### src/hw/rtl/multi_class_min_extract_queue_defines.svh
// ============================================================================
// Assertion macros for the multi-class min-extract queue
// Shared concurrent assertion forms used by the RTL modules.
// ============================================================================
`ifndef MULTI_CLASS_MIN_EXTRACT_QUEUE_DEFINES_SVH
`define MULTI_CLASS_MIN_EXTRACT_QUEUE_DEFINES_SVH

// Whenever ante holds at a clock edge, cons must hold at the same edge.
`define MCMQ_ASSERT_IMPLY(lbl, clk, rstn, ante, cons, msg) \
    lbl: assert property (@(posedge clk) disable iff (!(rstn)) (ante) |-> (cons)) \
        else $error(msg);

// cond must never hold at a clock edge outside reset.
`define MCMQ_ASSERT_NEVER(lbl, clk, rstn, cond, msg) \
    lbl: assert property (@(posedge clk) disable iff (!(rstn)) !(cond)) \
        else $error(msg);

`endif

### src/hw/rtl/mcmq_pkg.sv
`timescale 1ns / 1ps
// ============================================================================
// Multi-class min-extract queue package
// Sizes, result codes, sequencer states and the types shared by the cells.
// ============================================================================
package mcmq_pkg;

    localparam int ENTRIES    = 256;
    localparam int KEY_W      = 30;
    localparam int TAG_W      = 2;
    localparam int MASK_W     = 3;
    localparam int STATUS_W   = 2;
    localparam int S_TDATA_W  = 40;
    localparam int M_TDATA_W  = 32;

    localparam logic [STATUS_W-1:0] STAT_STORED = 2'd0;
    localparam logic [STATUS_W-1:0] STAT_FOUND  = 2'd1;
    localparam logic [STATUS_W-1:0] STAT_NONE   = 2'd2;
    localparam logic [STATUS_W-1:0] STAT_FULL   = 2'd3;

    localparam logic FUNC_INSERT = 1'b0;
    localparam logic FUNC_QUERY  = 1'b1;

    typedef enum logic [1:0] {
        ST_IDLE,
        ST_CMP,
        ST_UPD
    } seq_state_t;

    typedef struct packed {
        logic             valid;
        logic [KEY_W-1:0] key;
        logic [MASK_W-1:0] mask;
    } cell_data_t;

    localparam cell_data_t EMPTY_CELL = '{valid: 1'b0, key: '0, mask: '0};

    // Broadcast from the sequencer to every cell.
    typedef struct packed {
        logic              cmp_en;
        logic              commit;
        logic              func;
        logic [KEY_W-1:0]  key;
        logic [MASK_W-1:0] mask;
        logic [MASK_W-1:0] want;
        logic              hit;
        logic              full;
        logic              found;
    } cell_ctrl_t;

    // Tag 0 names no class; tag k sets bit k-1.
    function automatic logic [MASK_W-1:0] class_bit(input logic [TAG_W-1:0] tag);
        logic [MASK_W-1:0] m;
        m = '0;
        unique case (tag)
            2'd1:    m = 3'b001;
            2'd2:    m = 3'b010;
            2'd3:    m = 3'b100;
            default: m = '0;
        endcase
        return m;
    endfunction

endpackage

### src/hw/rtl/mcmq_cell.sv
`timescale 1ns / 1ps
// ============================================================================
// Queue cell
// Holds one entry of the sorted chain, compares it against the broadcast
// key and takes an entry from either neighbor when the chain shifts.
// ============================================================================
`include "multi_class_min_extract_queue_defines.svh"

module mcmq_cell
    import mcmq_pkg::*;
(
    input  logic       aclk,
    input  logic       aresetn,
    input  cell_ctrl_t ctrl,
    input  cell_data_t prev_data,
    input  logic       prev_gt,
    input  cell_data_t next_data,
    input  logic       shift_down,
    output cell_data_t data,
    output logic       gt,
    output logic       eq,
    output logic       match
);

    logic              valid_reg, valid_next;
    logic [KEY_W-1:0]  key_reg, key_next;
    logic [MASK_W-1:0] mask_reg, mask_next;
    logic              gt_reg, gt_next;
    logic              eq_reg, eq_next;

    assign data  = '{valid: valid_reg, key: key_reg, mask: mask_reg};
    assign gt    = gt_reg;
    assign eq    = eq_reg;
    assign match = valid_reg && ((mask_reg & ctrl.want) != '0);

    // An empty cell counts as greater, so the first greater cell is the
    // insertion point of a new key.
    always_comb begin
        gt_next = gt_reg;
        eq_next = eq_reg;
        if (ctrl.cmp_en) begin
            gt_next = !valid_reg || (key_reg > ctrl.key);
            eq_next = valid_reg && (key_reg == ctrl.key);
        end
    end

    always_comb begin
        valid_next = valid_reg;
        key_next   = key_reg;
        mask_next  = mask_reg;
        if (ctrl.commit) begin
            if (ctrl.func == FUNC_INSERT) begin
                if (ctrl.hit) begin
                    if (eq_reg) begin
                        mask_next = ctrl.mask;
                    end
                end else if (!ctrl.full && gt_reg) begin
                    if (prev_gt) begin
                        valid_next = prev_data.valid;
                        key_next   = prev_data.key;
                        mask_next  = prev_data.mask;
                    end else begin
                        valid_next = 1'b1;
                        key_next   = ctrl.key;
                        mask_next  = ctrl.mask;
                    end
                end
            end else if (ctrl.found && shift_down) begin
                valid_next = next_data.valid;
                key_next   = next_data.key;
                mask_next  = next_data.mask;
            end
        end
    end

    always_ff @(posedge aclk) begin
        if (!aresetn) begin
            valid_reg <= 1'b0;
        end else begin
            valid_reg <= valid_next;
        end
    end

    always_ff @(posedge aclk) begin
        key_reg  <= key_next;
        mask_reg <= mask_next;
        gt_reg   <= gt_next;
        eq_reg   <= eq_next;
    end

    `MCMQ_ASSERT_IMPLY(a_sorted, aclk, aresetn, valid_reg && next_data.valid,
                       key_reg < next_data.key, "cell chain is not in ascending key order")
    `MCMQ_ASSERT_IMPLY(a_packed, aclk, aresetn, !valid_reg, !next_data.valid,
                       "valid entry found behind an empty cell")

endmodule

### config.mk
export PLATFORM = sky130hd
export DESIGN_NAME = mcmq_cell
export DESIGN_NICKNAME = d
export VERILOG_FILES = /design/src/hw/rtl/mcmq_pkg.sv /design/src/hw/rtl/mcmq_cell.sv
export VERILOG_INCLUDE_DIRS = /design/src /design/src/hw/rtl
export SDC_FILE = /design/constraint.sdc
export NUM_CORES = 1
export LEC_CHECK = 0
export BUFFER_PORTS_ARGS = -buffer_cell sky130_fd_sc_hd__buf_2
export CORE_ASPECT_RATIO = 1.75
export CORE_MARGIN = 1.5
export CORE_UTILIZATION = 45
export DETAILED_ROUTE_END_ITERATION = 8
export GPL_TIMING_DRIVEN = 1
export PLACE_DENSITY = 0.83
export SLEW_MARGIN = 20
export SYNTH_ARGS = -nofsm -noshare
export SYNTH_HDL_FRONTEND = slang
export SYNTH_SLANG_ARGS = --single-unit
### constraint.sdc
create_clock -name aclk -period 7.2 [get_ports aclk]
set_input_delay 1.44 -clock aclk [delete_from_list [all_inputs] [get_ports aclk]]
set_output_delay 1.44 -clock aclk [all_outputs]
set_load 0.005 [all_outputs]
==> results of run 1 <==
==> metrics by stage <==
step	total power, mW	worst slack (ps)	util (%)	hold slack, ps	cell area [µm²]
after floorplan	0.3171	3776	-	474.7	2619
final	0.5273	3742	63.02	539.0	3520
after global placement	0.3700	3749	61.22	493.1	3420
after global routing	0.5568	3653	63.02	563.3	3520
after detailed placement	0.3758	3678	61.22	528.0	3420
after CTS	0.5316	3736	63.02	537.0	3520
==> synth_stat cells, types with 2 or more instances <==
| master | count |
|---|---|
| a211oi_1 | 2 |
| a21boi_1 | 2 |
| a21o_1 | 4 |
| a21oi_1 | 14 |
| buf_2 | 6 |
| clkbuf_1 | 6 |
| edfxtp_1 | 35 |
| ha_1 | 30 |
| inv_1 | 33 |
| mux2i_1 | 33 |
| nand2_1 | 38 |
| nand3_1 | 7 |
| nand4_1 | 7 |
| nor2_1 | 6 |
| o21ai_0 | 34 |
==> layer usage <==
metal  global-route usage (%)  vias up  share of wire (%)
li1                         -     1265                  -
met3                    3.607       16                4.8
met2                    43.63       88                 57
met5                        0        -                  0
met4                    8.075        0                2.7
met1                    22.71     1170                 35
==> critical path, stage by stage <==
cell and delay (ps):
buf_2 90, a222oi_1 300, nor2_1 60, buf_2 130
==> final cells by class <==
type                    count  area share [%]
multi-input cells         190           38.96
inverters                  33           3.519
well taps                  76           2.702
flip-flops and latches     36           30.43
repair buffers            151           21.54
clock buffers               8           2.844
==> cell usage in the layout, fill, tap and decap left out, drive strengths merged, types with 2 or more instances in the layout <==
cell    instances
a211oi          2
a21boi          2
a21o            4
a21oi          14
buf           151
clkbuf          8
edfxtp         35
ha             30
inv            33
mux2i          33
nand2          38
nand3           7
nand4           7
nor2            6
nor4            2
o21ai          35
==> power groups by stage <==
stage / registers, mW / clock network, mW / logic, mW
after floorplan: 0.255 / 0 / 0.0619
after global placement: 0.254 / 0 / 0.116
after detailed placement: 0.255 / 0 / 0.121
after CTS: 0.250 / 0.160 / 0.122
after global routing: 0.251 / 0.169 / 0.137
final: 0.250 / 0.157 / 0.120
==> final timing paths <==
kind                                   from         to
worst min-delay path              valid_reg  valid_reg
worst max-delay path                ctrl[3]      match
worst max register to register  key_reg[28]         gt
worst min register to register    valid_reg  valid_reg
==> kinds of logic after synthesis <==
family                   Yosys count
multiplexers                      33
AND/OR/NAND/NOR                   65
adder cells (fa/ha/maj)           30
flip-flops                        36
AO/OA/AOI/OAI                     62
buffers and inverters             46
==> metrics, run 1 <==
post-route ant nets=0; CP Launch Type=primary input; DR vias=2539; setup slack, reg-to-reg=between 5000 and 6000 ps; YS warnings=0; max reg flops=30; syn avg cell area=9.628 µm²; Horiz. Die Dim=60.67 µm; drt pass-1 iters=4; Diodes inserted=0; Starting Density=46.89%; vias in the first global route=between 2000 and 3000; Post-Place Cells=between 400 and 500; critical path class=in2out; H-tree depth=2; Post-Synth Simple-Gate Area=11.56%; CTS Buffer Depth=2; grt total ovfl=0; skew final=roughly 8.7 ps; initial DRC count=between 100 and 150; clock root cell=clkbuf_8; DIE HEIGHT=about 100 µm; CTS tree=built; hold path depth=2; post-synthesis mux area share=between 10% and 20%; clock sinks=36; port bufs=150; Fmax=~290 MHz; most area-hungry cell type in the Yosys netlist=edfxtp_1; final setup violating endpoints=0; xor/xnor cell area share of the yosys netlist=0%; ys flop type=edfxtp_1; outcome=complete, no violations; Critical Path RT=roughly 5800 ps; Final Cycle Share=between 40% and 50%; DP Wirelength=roughly 5.7 mm; Seq/Total Area, Yosys=about two fifths; setup bufs post-CTS=0; Yosys reg bits=36; switching power=0.1363 mW; R2R depth=5; Total Routing Usage GR=22.72%; Post-synth EDFFs=35; Comb power frac=22.8%; Multi-input gate area=about 1400 µm²; share of cells above drive strength 1=between 30% and 40%; top cells by area, synth=edfxtp_1, ha_1, mux2i_1; Skew-Pair Late Insertion Delay=between 200 and 300 ps; area of the core=between 5000 and 6000 µm²; Area growth syn-to-layout=34.40%; crit-path max FO=1; Final Wtd Congestion=approximately 0.87; Final Max Tran Viols=0; WL per Instance=14.07 µm; # rows=36; Slew HR=between 30 and 40%; largest net degree at the start of global routing=38; Post-synth ARST share=0%; Post-route DRC=0; Clk pwr share=between 20% and 30%; Synth top area share=40.13%; Crit. End Element=output pin; Pint=about 0.39 mW; clk slew on worst S/H paths=roughly 70 ps; CTS Hold Buffers Added=0; initial antenna violation count=0; IO Pins=151; syn nets=approximately 420; Layout Cells excl Fill=approximately 490; Post-CTS Resized=0; DIE AREA=around 6300 µm²; post-layout min period=between 3000 and 4000 ps; Fillers=529; Arr. time, crit path=2020 ps; Total Wirelength=~6.9 mm; Reg power frac=between 40% and 50%; combinational family with the most area after synthesis=adder cells; static leakage=between 1.5 and 2 nW; Sequential cell area=about 1100 µm²; CTS Buf Count=5; post-synthesis instance total=approximately 270; complex-gate fraction of the synthesized area=a little over an eighth; max-cap viol count=0; adder-cell share of the synthesized area=14.33%; Switching Fraction=25.85%; PwrDens=between 100 and 150 nW/µm²; library cells used by synthesis=30; post-DR vias/cell=5.140; RSZ-0062 raised after global routing=no; Hold WC Path Type=reg2reg; setup TNS=0 ps; Layout Nets=561; Worst VDD drop=approximately 0.00011 V; area of the mapped netlist=around 2600 µm²; Least-Margin Pin Slew=roughly 970 ps; first-pass GRT wire length=about 11 mm; Final Hold Fails=0
No activity file was read; power rests on OpenSTA's default activity.
==> run 2: changes to the inputs <==
Settings changed: CORE_UTILIZATION 45 to 40, PLACE_DENSITY 0.83 to 0.78.
Clock period 7.2 ns to 2.9 ns, I/O delays scaled along.
==> metrics, run 2 (same netlist as run 1, synthesis figures left out) <==
Post-CTS Resized=0 (unchanged); drt pass-1 iters=4 (unchanged); Least-Margin Pin Slew=459.6 ps (was 967.4 ps); first-pass GRT wire length=10.85 mm (was 11.05 mm); # rows=38 (was 36); critical path class=in2reg (was in2out); clock root cell=clkbuf_8 (unchanged); DP Wirelength=5.967 mm (was 5.667 mm); Worst VDD drop=0.0002653 V (was 0.0001145 V); CP peak stage delay=450 ps (was 300 ps); commonest cells after routing, fill and taps aside=buf_2, nand2_1, edfxtp_1, o21ai_0 (unchanged); Final Hold Fails=0 (unchanged); Final Wtd Congestion=0.8187 (was 0.8678); Total Wirelength=7.134 mm (was 6.949 mm); Final Max Tran Viols=0 (unchanged); M1 WL=2.518 mm (was 2.441 mm); initial antenna violation count=0 (unchanged); DIE HEIGHT=110.0 µm (was 103.9 µm); CP Launch Type=primary input (unchanged); slowest CP cell=nor4_1 (was a222oi_1); share of cells above drive strength 1=38.81% (was 39.00%); Starting Density=41.73% (was 46.89%); DIE AREA=7060 µm² (was 6304 µm²); vias in the first global route=2472 (was 2606); grt total ovfl=0 (unchanged); PwrDens=357.6 nW/µm² (was 149.8 nW/µm²); Layout Cells excl Fill=500 (was 494); Total Routing Usage GR=19.92% (was 22.72%); clk slew on worst S/H paths=70 ps (about the same); final setup violating endpoints=0 (unchanged); Hold WC Path Type=reg2reg (unchanged); Horiz. Die Dim=64.17 µm (was 60.67 µm); max-cap viol count=0 (unchanged); CTS Hold Buffers Added=0 (unchanged); Critical Path RT=2920 ps (was 5760 ps); Crit. End Element=flip-flop (was output pin); IO Pins=151 (unchanged); max reg flops=30 (unchanged); Final Cycle Share=between 60% and 70%; routed length on met3=347 µm (was 336 µm); post-route ant nets=0 (unchanged); critical path, cell by cell=buf_2, inv_1, ha_1, nand4_1, nor4_1, and3_2, a21oi_1 (was buf_2, a222oi_1, nor2_1, buf_2); clock sinks=36 (unchanged); initial DRC count=81 (was 101); CTS Buffer Depth=2 (unchanged); outcome=complete, no violations (unchanged); overall power=1.263 mW (was 0.5273 mW); Arr. time, crit path=1960 ps (was 2020 ps); Fmax=514.6 MHz; RSZ-0062 raised after global routing=no (unchanged); H-tree depth=2 (unchanged); crit-path max FO=4 (was 1); setup bufs post-CTS=0 (unchanged); top routing layer in use=met4 (unchanged); largest net degree at the start of global routing=47 (was 38); Post-route DRC=0 (unchanged); CTS tree=built (unchanged); Diodes inserted=0 (unchanged); post-layout min period=a little under 2000 ps; area of the core=6276 µm² (was 5585 µm²); Post-Place Cells=492 (was 486); post-DR vias/cell=5.030 (was 5.140); Slew HR=69.36% (was 35.51%); WL per Instance=14.27 µm (was 14.07 µm); Skew-Pair Late Insertion Delay=280 ps (was 290 ps); CTS Buf Count=5 (unchanged); skew final=5.657 ps (was 8.655 ps); Final Util=56.28% (was 63.02%); setup TNS=0 ps (unchanged); Layout Nets=563 (was 561); most common cell after layout, fill and taps aside=buf_2 (unchanged); DR vias=2515 (was 2539); worst setup margin=956.6 ps (was 3742 ps); Met2 Routed Length=4.121 mm (was 3.986 mm); static leakage=1.819 nW (was 1.817 nW); port bufs=150 (unchanged); Area growth syn-to-layout=34.88% (was 34.40%); dpl ws=590.2 ps (was 3678 ps)
run 2: changes by cell type in the layout (fill, tap and decap cells not counted):
cell,previous run,this run
buf_12,0,1
buf_4,1,2
clkbuf_1,1,2
clkbuf_8,7,5
clkinv_1,0,1
run 2: power by group:
part           internal (mW)  leakage [nW]  total (mW)  switching, mW
logic                  0.150          1.44       0.303          0.154
clock network          0.167        0.0399       0.340          0.172
registers              0.607         0.335       0.620         0.0132
total                  0.924          1.82        1.26          0.339
run 2: critical path, delay by kind of cell:
family,cells,cell delay [ps]
buf+inv,2,130
fa+ha+maj,1,300
simple gates,3,910
compound gates,1,50
run 2: path summary, 6_finish.rpt:
path	start	to	slack [ps]	depth (start not counted)
setup reg to reg	key_reg[28]	gt	960	5
hold reg to reg	valid_reg	valid_reg	520	2
setup / recovery	ctrl[37]	gt	960	7
hold / removal	valid_reg	valid_reg	520	2
run 2: cell type report:
class / instances / area [µm²]
Clock buffer: 7 / 76.32
Clock inverter: 1 / 3.754
Fill cell: 627 / 2744
Inverter: 33 / 123.9
Multi-Input combinational cell: 190 / 1371
Sequential cell: 36 / 1071
Tap cell: 80 / 100.1
Timing Repair Buffer: 153 / 785.8
run 2: metal layers:
| metal | track usage, % | vias to the layer above |
|---|---|---|
| met5 | 0 | - |
| met2 | 39.36 | 88 |
| met4 | 7.751 | 0 |
| met3 | 3.350 | 14 |
| met1 | 20.42 | 1143 |
| li1 | - | 1270 |
run 2: through the flow:
step                hold WS, ps  area (µm²)
floorplan                 474.7        2619
global placement          492.4        3452
detailed placement        510.8        3452
CTS                       521.4        3532
global route              538.4        3532
finish                    517.1        3532
